--- src/cagrid_pkg.sv ---
// Shared constants, codes and types of the cellular automaton grid block.
package cagrid_pkg;

	// Grid geometry limits and derived storage widths.
	localparam int MAX_WIDTH  = 64;
	localparam int MAX_HEIGHT = 64;
	localparam int GRID_CELLS = MAX_WIDTH * MAX_HEIGHT;
	localparam int CELL_AW    = $clog2(GRID_CELLS);
	localparam int SIZE_W     = CELL_AW + 1;

	// Field widths of the channels and registers.
	localparam int FUNC_W    = 2;
	localparam int INDEX_W   = 12;
	localparam int GEN_W     = 16;
	localparam int DIM_W     = 7;
	localparam int RULE_W    = 2;
	localparam int MOD_CNT_W = $clog2(INDEX_W);

	// Configuration port geometry.
	localparam int PADDR_W   = 4;
	localparam int PDATA_W   = 32;
	localparam int REG_LSB   = 2;

	// Operation carried by an input word.
	typedef enum logic [FUNC_W-1:0] {
		FUNC_WRITE  = 2'd0,
		FUNC_READ   = 2'd1,
		FUNC_STEP   = 2'd2,
		FUNC_INVERT = 2'd3
	} func_t;

	// Generation rule selected by the rule register.
	typedef enum logic [RULE_W-1:0] {
		RULE_LE4    = 2'd0,
		RULE_LE6    = 2'd1,
		RULE_CAVERN = 2'd2,
		RULE_GT5    = 2'd3
	} rule_t;

	// Register indexes on the configuration port.
	typedef enum logic [PADDR_W-REG_LSB-1:0] {
		REG_RULE_MODE   = 2'd0,
		REG_GRID_WIDTH  = 2'd1,
		REG_GRID_HEIGHT = 2'd2
	} reg_idx_t;

	// Register contents handed from the register file to the datapath.
	typedef struct packed {
		rule_t             rule_mode;
		logic [DIM_W-1:0]  grid_width;
		logic [DIM_W-1:0]  grid_height;
	} cfg_t;

endpackage

--- src/cagrid_mod.sv ---
// Iterative remainder unit reducing a cell index modulo the grid size.
module cagrid_mod import cagrid_pkg::*; (
	input  logic               clk,
	input  logic               arst_n,
	input  logic               start,
	input  logic [INDEX_W-1:0] dividend,
	input  logic [SIZE_W-1:0]  divisor,
	output logic               done,
	output logic [CELL_AW-1:0] rem
);

	logic                 busy_q;
	logic                 done_q;
	logic [MOD_CNT_W-1:0] cnt_q;
	logic [INDEX_W-1:0]   dsh_q;
	logic [CELL_AW-1:0]   rem_q;
	logic [SIZE_W-1:0]    trial;
	logic                 ge;
	logic [CELL_AW-1:0]   rem_nxt;

	// One restoring step: bring in the next dividend bit and subtract if it fits.
	always_comb begin
		trial   = {rem_q, dsh_q[INDEX_W-1]};
		ge      = (trial >= divisor);
		rem_nxt = ge ? CELL_AW'(trial - divisor) : CELL_AW'(trial);
	end

	// Sequencing of the bit steps.
	always_ff @(posedge clk or negedge arst_n) begin
		if (!arst_n) begin
			busy_q <= 1'b0;
			done_q <= 1'b0;
			cnt_q  <= '0;
		end else begin
			done_q <= 1'b0;
			if (start) begin
				busy_q <= 1'b1;
				cnt_q  <= MOD_CNT_W'(INDEX_W - 1);
			end else if (busy_q) begin
				cnt_q <= cnt_q - 1'b1;
				if (cnt_q == '0) begin
					busy_q <= 1'b0;
					done_q <= 1'b1;
				end
			end
		end
	end

	// Partial remainder and dividend shifter.
	always_ff @(posedge clk) begin
		if (start) begin
			dsh_q <= dividend;
			rem_q <= '0;
		end else if (busy_q) begin
			dsh_q <= {dsh_q[INDEX_W-2:0], 1'b0};
			rem_q <= rem_nxt;
		end
	end

	assign done = done_q;
	assign rem  = rem_q;

endmodule

--- config.mk ---
export PLATFORM = sky130hd
export DESIGN_NAME = cagrid_mod
export DESIGN_NICKNAME = d
export VERILOG_FILES = /design/src/cagrid_pkg.sv /design/src/cagrid_mod.sv
export SDC_FILE = /design/constraint.sdc
export NUM_CORES = 1
export LEC_CHECK = 0
export BUFFER_PORTS_ARGS = -buffer_cell sky130_fd_sc_hd__clkbuf_2
export CAP_MARGIN = 20
export CORE_ASPECT_RATIO = 1.4
export CORE_UTILIZATION = 54
export CTS_CLUSTER_SIZE = 12
export DETAILED_ROUTE_END_ITERATION = 10
export GPL_TIMING_DRIVEN = 0
export HOLD_SLACK_MARGIN = 0.12
export PLACE_DENSITY = 0.79
export SLEW_MARGIN = 15
export SYNTH_ARGS = -nofsm -noshare
export SYNTH_HDL_FRONTEND = slang
export SYNTH_SLANG_ARGS = --single-unit
export TNS_END_PERCENT = 100
--- constraint.sdc ---
create_clock -name clk -period 2.95 [get_ports clk]
set_input_delay 0.4425 -clock clk [delete_from_list [all_inputs] [get_ports clk]]
set_output_delay 0.4425 -clock clk [all_outputs]
set_load 0.02 [all_outputs]
==> flow_metrics.py <==
metrics = {
    "global_route": {
        "grt_max_degree": 13,
        "grt_pass1_wl_um": 6741,
        "antenna_found_initial": 0,
        "grt_pass1_vias": 1587,
        "overflow": 0,
        "gr-usage-all-layers": 0.2402,
    },
    "worst_setup_path": {
        "crit_slowest_cell": "a2111oi_0",
        "reg2reg_slack_ns": 0.38,
        "r2r-end": "rem[8]",
        "cp_max_fo": 2,
        "cpPeakStageDelay_ns": 0.46,
        "crit_path_end_kind": "register",
        "crit_family": "compound AO/OA/AOI/OAI gates",
        "crit_arrival_ns": 2.75,
        "crit_top_cell": "inv_1",
        "r2r_cells": 10,
        "critPathKind": "reg -> reg",
        "crit_buf_inv": 2,
        "startpoint_type": "register",
        "path_cells": "inv_1, ha_1, inv_1, fa_1, a21oi_1, o21ai_0, a2111oi_0, nor3_1, xor2_1, a31o_1",
        "required_ns": 3.13,
        "r2r_start": "dsh_q[11]",
    },
    "die": {
        "initial_core_util": 0.5714,
        "dieWidth_um": 52.76,
        "core_area_mm2": 0.003410,
        "io_pins": 41,
        "fp-row-count": 25,
        "die_h_um": 73.07,
        "dieArea_mm2": 0.003855,
    },
    "route": {
        "wl_per_cell_um": 13.83,
        "drc_errors": 0,
        "drtIter0Drc": 56,
        "ant_nets": 0,
        "vias": 1690,
        "via_per_inst": 5.709,
        "first_pass_iters": 4,
        "wl_um": 4093,
    },
    "sta": {
        "fmax_mhz": 389.1,
        "period_minus_slack_ns": 2.570,
        "setup_viol": 0,
        "hold_viol": 0,
        "tightest_slew_ns": 0.4913,
        "slew-limit-headroom": 0.6725,
        "fin_crit_sh": 0.8712,
        "finalClockSkew_ns": 0.002331,
        "timing.hold.ws_ns": 0.4531,
        "rsz0062_at_grt": "false",
        "drv_slew": 0,
        "fin_tns_setup_ns": 0,
    },
    "clocking": {
        "path_clk_slew_ns": 0.06,
        "clockBufferDepth": 2,
        "cts-root-buf": "clkbuf_8",
        "htreeDepth": 2,
        "post-cts-setup-buffers": 0,
        "clock_sinks": 30,
        "cts_buffers": 5,
        "cts-resized-gates": 0,
        "cts_tree": "done",
        "clock_latency_ns": 0.28,
    },
    "synth": {
        "ys_types": 44,
        "ys_seq_area_frac": 0.3854,
        "synthMostInstantiatedCell": "nand2_1",
        "synth_top_flop_cell": "edfxtp_1",
        "yosysTopAreaCell": "edfxtp_1",
        "yosys_register_bits": 30,
        "ys_async_sr_fraction": 0.2000,
        "ys_warn_count": 0,
        "ys_top_cells_by_count": "nand2_1, inv_1, a21oi_1, ha_1, nor2_1",
        "syn-num-nets": 252,
        "synth_area_per_cell_um2": 9.366,
        "synth_edf_count": 12,
        "synth_area_mm2": 0.001948,
        "synth_cells": 208,
        "synth.area.top_cells": "edfxtp_1, dfxtp_1, ha_1",
        "yosysTopAreaCellShare": 0.1850,
    },
    "layout": {
        "seqCellArea_um2": 750.7,
        "num_antenna_cells": 0,
        "layout-drive-gt1-share": 0.2461,
        "multiInputGateArea_mm2": 0.001100,
        "fillers": 289,
        "area_growth_pct": 17.28,
        "nNetsFinal": 299,
    },
    "place": {
        "port_buffers": 39,
        "hpwl_um": 3130,
        "gp_congestion": 0.8115,
    },
    "worst_hold_path": {
        "whs_path_depth": 2,
        "worst_hold_path.endpoint": "dsh_q[0]",
        "hold_class": "in -> reg",
        "hp-start": "dividend[0]",
    },
    "pwr": {
        "peakVddDrop_uv": 432.0,
        "cellLeakagePower_uw": 0.001078,
        "power.density_mw_per_mm2": 422.7,
    },
    "outcome": {
        "status": "finished clean",
    },
    "flow_run": {
        "cap_violations": 0,
    },
}
## stage by stage
stage | util | area, µm² | cells | total power, µW | setup slack, ns
2_1_floorplan | - | 1948 | 208 | 609.1 | 0.6945
6_report | 0.6701 | 2285 | 296 | 965.6 | 0.3800
4_1_cts | 0.6701 | 2285 | 296 | 970.3 | 0.3641
3_5_place_dp | 0.6433 | 2193 | 287 | 662.3 | 0.3623
5_1_grt | 0.6701 | 2285 | 296 | 1017 | 0.1268
3_3_place_gp | 0.6433 | 2193 | 287 | 655.8 | 0.3981
## metal layers
metal	track usage	part of all wire
met2	0.4219	0.52
met5	0	0
met1	0.2777	0.43
met4	0.06725	0.010
met3	0.06875	0.040
## layout by cell type, fill, tap and decap left out, drive strengths merged, types with 2 or more instances in the layout
| cell type | count |
|---|---|
| nand2 | 27 |
| nor2b | 2 |
| nor3 | 3 |
| a21oi | 15 |
| and3 | 2 |
| xor2 | 4 |
| a211oi | 4 |
| o21ai | 9 |
| nor2 | 15 |
| dfrtp | 6 |
| a311oi | 6 |
| dfxtp | 12 |
| clkbuf | 47 |
| nand4 | 2 |
| mux2i | 2 |
| mux2 | 11 |
| or3 | 2 |
| a211o | 2 |
| inv | 18 |
| ha | 15 |
| and2 | 2 |
| xnor2 | 5 |
| clkinv | 2 |
| nand3 | 3 |
| a21o | 5 |
| buf | 4 |
| edfxtp | 12 |
| nand2b | 6 |
## logic make-up (layout without fill, tap and decap cells)
logic type      Yosys count  after routing  share of synthesized area
simple gates             66             66                     0.1638
compound gates           50             50                     0.1798
flops                    30             30                     0.3854
buf+inv                  24             72                    0.05009
fa+ha+maj                16             16                     0.1066
mux                      13             13                    0.07386
xor+xnor                  9              9                    0.04046
## worst reg2reg max path, delay by kind of cell, from the launching register on
family / cells / cell delay, ns
buf+inv: 2 / 0.13
simple gates: 1 / 0.14
xor+xnor: 1 / 0.18
fa+ha+maj: 2 / 0.56
flops: 1 / 0.41
compound gates: 4 / 1.06
## worst max path at each step
stage,from,to,slack [ns],cells after the start
2_1_floorplan,divisor[0],rem[8],0.69,9
3_5_place_dp,divisor[0],rem[8],0.36,10
4_1_cts,dsh_q[11],rem[8],0.36,10
6_report,dsh_q[11],rem[8],0.38,10
3_3_place_gp,divisor[0],rem[8],0.40,10
5_1_grt,dsh_q[11],rem[8],0.13,10
## power breakdown
part,total [µW],internal (µW),switching (µW)
Combinational,176,83.5,93.0
Clock,310,162,148
Sequential,479,462,17.0
Total,966,707,258
## registers in the layout (all words and copies together) (netlist names)
register  cells
cnt_q         4
busy_q        1
dsh_q        12
done          1
rem          12
## layout make-up
type	instances	share of cell area
plain buffers	6	0.01314
clock buffers	6	0.03176
clock inverters	2	0.003834
inverters	18	0.02957
multi-input cells	154	0.4814
flip-flops and latches	30	0.3286
well taps	40	0.02191
repair buffers	40	0.08981
## timing repair
| action | CTS | global route |
|---|---|---|
| endpoints found under the setup margin | 0 | 0 |
| hold endpoints to repair | 6 | 0 |
| hold buffers | 1 | 0 |
(Power assumes the default switching activity.)
