<file path="config.mk">
export PLATFORM = sky130hd
export DESIGN_NAME = cagrid_cfg
export DESIGN_NICKNAME = d
export VERILOG_FILES = /design/src/cagrid_pkg.sv /design/src/cagrid_cfg.sv
export SDC_FILE = /design/constraint.sdc
export NUM_CORES = 1
export LEC_CHECK = 0
export BUFFER_PORTS_ARGS = -buffer_cell sky130_fd_sc_hd__buf_4
export CAP_MARGIN = 20
export CORE_MARGIN = 10
export CORE_UTILIZATION = 36
export CTS_CLUSTER_SIZE = 28
export DETAILED_ROUTE_END_ITERATION = 7
export GPL_ROUTABILITY_DRIVEN = 0
export GPL_TIMING_DRIVEN = 1
export HOLD_SLACK_MARGIN = 0.06
export PLACE_DENSITY_LB_ADDON = 0.12
export RECOVER_POWER = 50
export SYNTH_ARGS = -nofsm -noshare
export SYNTH_HDL_FRONTEND = slang
export SYNTH_SLANG_ARGS = --single-unit
</file>
<file path="constraint.sdc">
create_clock -name clk -period 0.8 [get_ports clk]
set_input_delay 0.08 -clock clk [delete_from_list [all_inputs] [get_ports clk]]
set_output_delay 0.08 -clock clk [all_outputs]
set_load 0.01 [all_outputs]
</file>
<file path="src/cagrid_pkg.sv">
// Shared constants, codes and types of the cellular automaton grid block.
package cagrid_pkg;

	// Grid geometry limits and derived storage widths.
	localparam int MAX_WIDTH  = 64;
	localparam int MAX_HEIGHT = 64;
	localparam int GRID_CELLS = MAX_WIDTH * MAX_HEIGHT;
	localparam int CELL_AW    = $clog2(GRID_CELLS);
	localparam int SIZE_W     = CELL_AW + 1;

	// Field widths of the channels and registers.
	localparam int FUNC_W    = 2;
	localparam int INDEX_W   = 12;
	localparam int GEN_W     = 16;
	localparam int DIM_W     = 7;
	localparam int RULE_W    = 2;
	localparam int MOD_CNT_W = $clog2(INDEX_W);

	// Configuration port geometry.
	localparam int PADDR_W   = 4;
	localparam int PDATA_W   = 32;
	localparam int REG_LSB   = 2;

	// Operation carried by an input word.
	typedef enum logic [FUNC_W-1:0] {
		FUNC_WRITE  = 2'd0,
		FUNC_READ   = 2'd1,
		FUNC_STEP   = 2'd2,
		FUNC_INVERT = 2'd3
	} func_t;

	// Generation rule selected by the rule register.
	typedef enum logic [RULE_W-1:0] {
		RULE_LE4    = 2'd0,
		RULE_LE6    = 2'd1,
		RULE_CAVERN = 2'd2,
		RULE_GT5    = 2'd3
	} rule_t;

	// Register indexes on the configuration port.
	typedef enum logic [PADDR_W-REG_LSB-1:0] {
		REG_RULE_MODE   = 2'd0,
		REG_GRID_WIDTH  = 2'd1,
		REG_GRID_HEIGHT = 2'd2
	} reg_idx_t;

	// Register contents handed from the register file to the datapath.
	typedef struct packed {
		rule_t             rule_mode;
		logic [DIM_W-1:0]  grid_width;
		logic [DIM_W-1:0]  grid_height;
	} cfg_t;

endpackage

</file>
<file path="src/cagrid_cfg.sv">
// Configuration register file behind the APB-style port.
module cagrid_cfg import cagrid_pkg::*; (
	input  logic               clk,
	input  logic               arst_n,
	input  logic               psel,
	input  logic               penable,
	input  logic               pwrite,
	input  logic [PADDR_W-1:0] paddr,
	input  logic [PDATA_W-1:0] pwdata,
	output logic [PDATA_W-1:0] prdata,
	output logic               pready,
	output cfg_t               cfg
);

	rule_t            rule_q;
	logic [DIM_W-1:0] width_q;
	logic [DIM_W-1:0] height_q;
	reg_idx_t         reg_idx;
	logic             wr_en;

	assign reg_idx = reg_idx_t'(paddr[PADDR_W-1:REG_LSB]);
	assign wr_en   = psel && penable && pwrite;
	assign pready  = 1'b1;

	// Register writes in the access cycle.
	always_ff @(posedge clk or negedge arst_n) begin
		if (!arst_n) begin
			rule_q   <= RULE_GT5;
			width_q  <= DIM_W'(MAX_WIDTH);
			height_q <= DIM_W'(MAX_HEIGHT);
		end else if (wr_en) begin
			unique case (reg_idx)
				REG_RULE_MODE:   rule_q   <= rule_t'(pwdata[RULE_W-1:0]);
				REG_GRID_WIDTH:  width_q  <= pwdata[DIM_W-1:0];
				REG_GRID_HEIGHT: height_q <= pwdata[DIM_W-1:0];
				default: ;
			endcase
		end
	end

	// Read-back multiplexer.
	always_comb begin
		unique case (reg_idx)
			REG_RULE_MODE:   prdata = PDATA_W'(rule_q);
			REG_GRID_WIDTH:  prdata = PDATA_W'(width_q);
			REG_GRID_HEIGHT: prdata = PDATA_W'(height_q);
			default:         prdata = '0;
		endcase
	end

	assign cfg = '{rule_mode: rule_q, grid_width: width_q, grid_height: height_q};

endmodule

</file>
==> results of run 1 <==
## registers in the layout, indices dropped and copies added, names as in the netlist
signal / flops
height_q: 7
width_q: 7
rule_q: 2
## worst max-delay path: cells and delay by family (launching register included)
kind,cells,cell delay [ns]
buffers and inverters,1,0.15
flip-flops,1,0.54
multiplexers,1,0.06
AO/OA/AOI/OAI,1,0.14
## power groups by stage
stage | Combinational, uW | Sequential, uW | Clock (uW)
after floorplan | 482 | 1270 | 0
after global routing | 1830 | 1220 | 588
final | 1700 | 1180 | 521
after global placement | 1110 | 1190 | 0
after detailed placement | 1130 | 1190 | 0
after CTS | 1600 | 1180 | 542
## path summary, 6_finish.rpt
kind                             start           to  cells past startpoint  slack [ns]
max                          rule_q[0]    prdata[0]                      3       -0.44
min                          pwdata[4]  height_q[4]                      2        0.04
max reg2reg                  rule_q[0]    rule_q[0]                      3       -0.12
min reg2reg                height_q[0]  height_q[0]                      1        0.57
max in group asynchronous       arst_n    rule_q[1]                      2        0.22
min in group asynchronous       arst_n   width_q[4]                      2        0.26
## kinds of logic after synthesis
logic type | after synthesis
mux | 18
other cells | 2
compound gates | 7
simple gates | 8
buf+inv | 28
flops | 16
## stage by stage
| step | hold slack (ns) | setup slack [ns] | area, sq um | cells |
|---|---|---|---|---|
| after floorplan | -0.216 | -0.282 | 1060 | 103 |
| after global placement | -0.0512 | -0.415 | 1260 | 155 |
| after detailed placement | -0.0485 | -0.425 | 1260 | 155 |
| after CTS | 0.0288 | -0.439 | 1550 | 171 |
| after global routing | 0.0187 | -0.501 | 1600 | 174 |
| final | 0.0359 | -0.445 | 1600 | 174 |
## metal layers
layer  part of all wire (%)  GRT usage (%)
met3                     15           6.75
met5                      0              0
met1                     34           9.38
met2                     51           16.9
met4                   0.62           2.58
## area by class of cell
| cell class | instances | area share (%) |
|---|---|---|
| multi-input combinational | 59 | 29.1 |
| tap | 30 | 2.35 |
| clock buffer | 4 | 2.27 |
| timing repair buffer | 65 | 40.9 |
| sequential | 16 | 25.4 |
## repair_timing
| item | CTS | global route |
|---|---|---|
| pin swaps | 5 | 1 |
| setup buffers | 10 | 5 |
| resized for setup | 40 | 9 |
| hold endpoints to repair | 32 | 13 |
| endpoints found under the setup margin | 39 | 39 |
## layout by cell type, fill, tap and decap left out, drive strengths merged
cell / n
mux2i: 2
nor3b: 1
o21ai: 2
a22o: 5
nor3: 1
mux2: 16
buf: 62
dfrtp: 12
dlygate4sd3: 2
conb: 26
nand3: 1
nand2: 2
dfstp: 4
and2b: 2
clkbuf: 5
or3b: 1
==> flow_summary.ini, run 1 <==
[drt]
vias = 749
vias_per_cell = 4.30
wl_um = 2600
dr.pass1.iters = 2
drc = 0
ant_nets = 0
drt-initial-drc-count = 15
routedWlPerCell_um = 14.9

[pwr]
p_leak_uw = 0.000829
powerDensity_nw_per_um2 = 2140
combPwrFrac_pct = 49.9
power.share.sequential_pct = 34.8
pwr-share-clk_pct = 15.3
p_switching_uw = 971
irDropWorstVdd_mv = 1.57
fin_total_pwr_uw = 3410
p_sw_share_pct = 28.5
p_int_uw = 2440

[sta]
clock_skew_ns = 0
setup_tns_ns = -7.13
post-route-period-util_pct = 156
finalSetupViolCount = 38
rsz0062_at_grt = yes
worst_slack_ns = -0.445
period_minus_slack_ns = 1.24
drv_slew = 0
fmax_mhz = 804
hold_viol = 0

[synthesis]
synth_top_family_by_area = multiplexers
synth_area_leaders = dfrtp_1 31%, buf_4 20%, dfstp_2 11%, mux2_4 11%, mux2_2 11%
synthXorXnorAreaFrac_pct = 0
synthCells = 79
synth_edf_count = 0
synth_compound_area_share_pct = 5.61
synthAdderAreaFrac_pct = 0
ys_ff_latch = 16
ys_async_sr_fraction_pct = 100
netlist_area_sq_um = 960
synth.area.mux_share_pct = 23.6
yosysTopAreaCell = dfrtp_1
ys_types = 17
synth_commonest_cells = 26 x buf_4, 12 x dfrtp_1, 9 x mux2_2, 7 x mux2_4, 5 x a22o_1
synth_ff_type = dfrtp_1
synth_top_area_share_pct = 31.3
ys_seq_area_share_pct = 42.2
synthSimpleGateAreaFrac_pct = 5.87
yosysMostFrequentCell = buf_4
avgSynthCellArea_sq_um = 12.1
yosys_warnings = 0

[placed_design]
portBuffers = 36
dp_hpwl_um = 1960

[worst_setup_path]
worst_ep_arrival_time_ns = 1.16
worstSetupEndpointType = output port
critPathKind = reg2out
path_cells = mux2i_1 > o21ai_1 > buf_4
critPathLaunchType = register
cp.required_ns = 0.72
cp_max_fo = 2
crit_slowest_cell = dfstp_2
max_stage_delay_ns = 0.54

[layout]
utilization_pct = 63.8
drive_above_1_share_pct = 63.2
layout.nets = 186
regArea_sq_um = 405
fillers = 217
num_antenna_cells = 0
multi_input_area_sq_um = 464
area_growth_syn_to_layout_pct = 66.2

[clock_tree]
hold_buffers = 2
clock-sinks = 16
cts_buffer_depth = 2
clkTransAtPathRegs_ns = 0.09
cts_root_buf = clkbuf_4
clk-insertion-delay-late_ns = 0.27
htreeDepth = 1
cts_tree = yes
numCtsBuffers = 3

[status]
violations = negative setup slack
outcome = finished with violations

[min_path]
min_path_type = in2reg

[global_route]
overflow = 0
grt_max_degree = 17
grt_use_total_pct = 9.84
grt_pass1_wl_um = 4150
antenna_found_initial = 0
grt_pass1_vias = 861

[floorplanning]
pin_count = 90
dieArea_sq_um = 5130
core-area_sq_um = 2500
fp.dieH_um = 71.6
die_w_um = 71.6
initial_core_util_pct = 38.4
rows = 18

[run]
maxCapViolations = 0
(Power assumes the default switching activity.)
==> inputs of run 2 (changes only) <==
Settings changed: RECOVER_POWER 50 to unset.
==> flow_summary.ini, run 2 (same netlist as run 1, synthesis figures left out) <==
[clock_tree]
numCtsBuffers = 3
htreeDepth = 1
cts_tree = yes
cts_buffer_depth = 2
hold_buffers = 2
clkTransAtPathRegs_ns = 0.09
clk-insertion-delay-late_ns = 0.27
clock-sinks = 16
cts_root_buf = clkbuf_4

[floorplanning]
rows = 18
dieArea_sq_um = 5130
core-area_sq_um = 2500
initial_core_util_pct = 38.4
die_w_um = 71.6
pin_count = 90
fp.dieH_um = 71.6

[worst_setup_path]
cp_max_fo = 2
crit_slowest_cell = dfstp_2
worstSetupEndpointType = output port
cp_num_buf_inv = 1
max_stage_delay_ns = 0.54
critPathLaunchType = register
cp_top_family = flip-flops
cp.required_ns = 0.72
worst_ep_arrival_time_ns = 1.16
path_cells = mux2i_1 > o21ai_1 > buf_4
r2r_slack_ns = -0.12
critPathKind = reg2out

[global_route]
antenna_found_initial = 0
grt_util_met3_pct = 6.75
grt_pass1_vias = 861
met2_usage_pct = 16.9
overflow = 0
use_met1_pct = 9.38
grt_pass1_wl_um = 4150
grt_max_degree = 17
grt_busiest_layer = met2
grt_use_total_pct = 9.84

[pwr]
powerDensity_nw_per_um2 = 2130
p_leak_uw = 0.000830
irDropWorstVdd_mv = 1.57

[status]
violations = negative setup slack
outcome = finished with violations

[placed_design]
portBuffers = 36
pre_cts_ws_ns = -0.425
placed_cells = 155
detailed_place.area_sq_um = 1260
dp_hpwl_um = 1960

[sta]
finalSetupViolCount = 38
drv_slew = 0
hold_viol = 0
worst_slack_ns = -0.445
fmax_mhz = 803
rsz0062_at_grt = yes
period_minus_slack_ns = 1.24
post-route-period-util_pct = 156
clock_skew_ns = 0

[layout]
fillers = 216
final_cell_mix = 43 x buf_6, 26 x conb_1, 20 x buf_4
utilization_pct = 63.9
reg_top3 = height_q: 7 flops, width_q: 7 flops, rule_q: 2 flops
drive_above_1_share_pct = 63.2
final_common_cell = buf_6
layout.nets = 186
area_growth_syn_to_layout_pct = 66.5
final_cells = 174
finalInstanceArea_sq_um = 1600
num_antenna_cells = 0

[drt]
vias = 750
wl_um = 2600
routedWlPerCell_um = 14.9
drc = 0
vias_per_cell = 4.31
drt-initial-drc-count = 15
ant_nets = 0
dr.pass1.iters = 2

[run]
maxCapViolations = 0

[min_path]
min_path_type = in2reg
-- run 2: cell types whose count changed in the layout (fill, tap and decap cells not counted) --
cell      before  now
buf_4         19   20
clkbuf_2       1    0
-- run 2: metrics by stage --
step	setup TNS [ns]	hold slack [ns]	total power, uW
2_1_floorplan	-3.74	-0.216	1750
3_3_place_gp	-7.81	-0.0512	2300
3_5_place_dp	-7.85	-0.0485	2310
4_1_cts	-6.97	0.0288	3320
5_1_grt	-8.64	0.0187	3640
6_report	-7.14	0.0355	3410
-- run 2: timing repair --
action	CTS	global route
setup endpoints to repair	39	39
resized for setup	40	9
pin swaps	5	1
setup buffers	10	5
hold endpoints to repair	32	13
-- run 2: area by class of cell --
cell class              instances  area, sq um  area share [%]
clock buffers                   4         36.3            2.27
flip-flops and latches         16          405            25.4
multi-input cells              59          464            29.1
well taps                      30         37.5            2.35
repair buffers                 65          654            41.0
-- run 2: worst paths after layout --
check | startpoint | endpoint | depth (start not counted)
setup / recovery | rule_q[0] | prdata[0] | 3
setup reg to reg | rule_q[0] | rule_q[0] | 3
hold / removal | pwdata[4] | height_q[4] | 2
min in group asynchronous | arst_n | width_q[0] | 2
hold reg to reg | height_q[0] | height_q[0] | 1
max in group asynchronous | arst_n | rule_q[1] | 2
-- run 2: worst register-to-register path, stage by stage, from the launching register on --
cell and delay (ns):
dfstp_2 0.38, buf_4 0.12, buf_6 0.11, mux2_2 0.25
-- run 2: power breakdown --
group	switching, uW	total [uW]	internal [uW]
Combinational	573	1700	1130
Clock	245	522	276
Sequential	153	1190	1030
Total	971	3410	2440
-- run 2: metal layers --
layer / routed length [um] / vias to the layer above
met4: 16 / 0
met1: 885 / 362
met5: 0 / -
li1: - / 351
met3: 380 / 2
met2: 1320 / 35
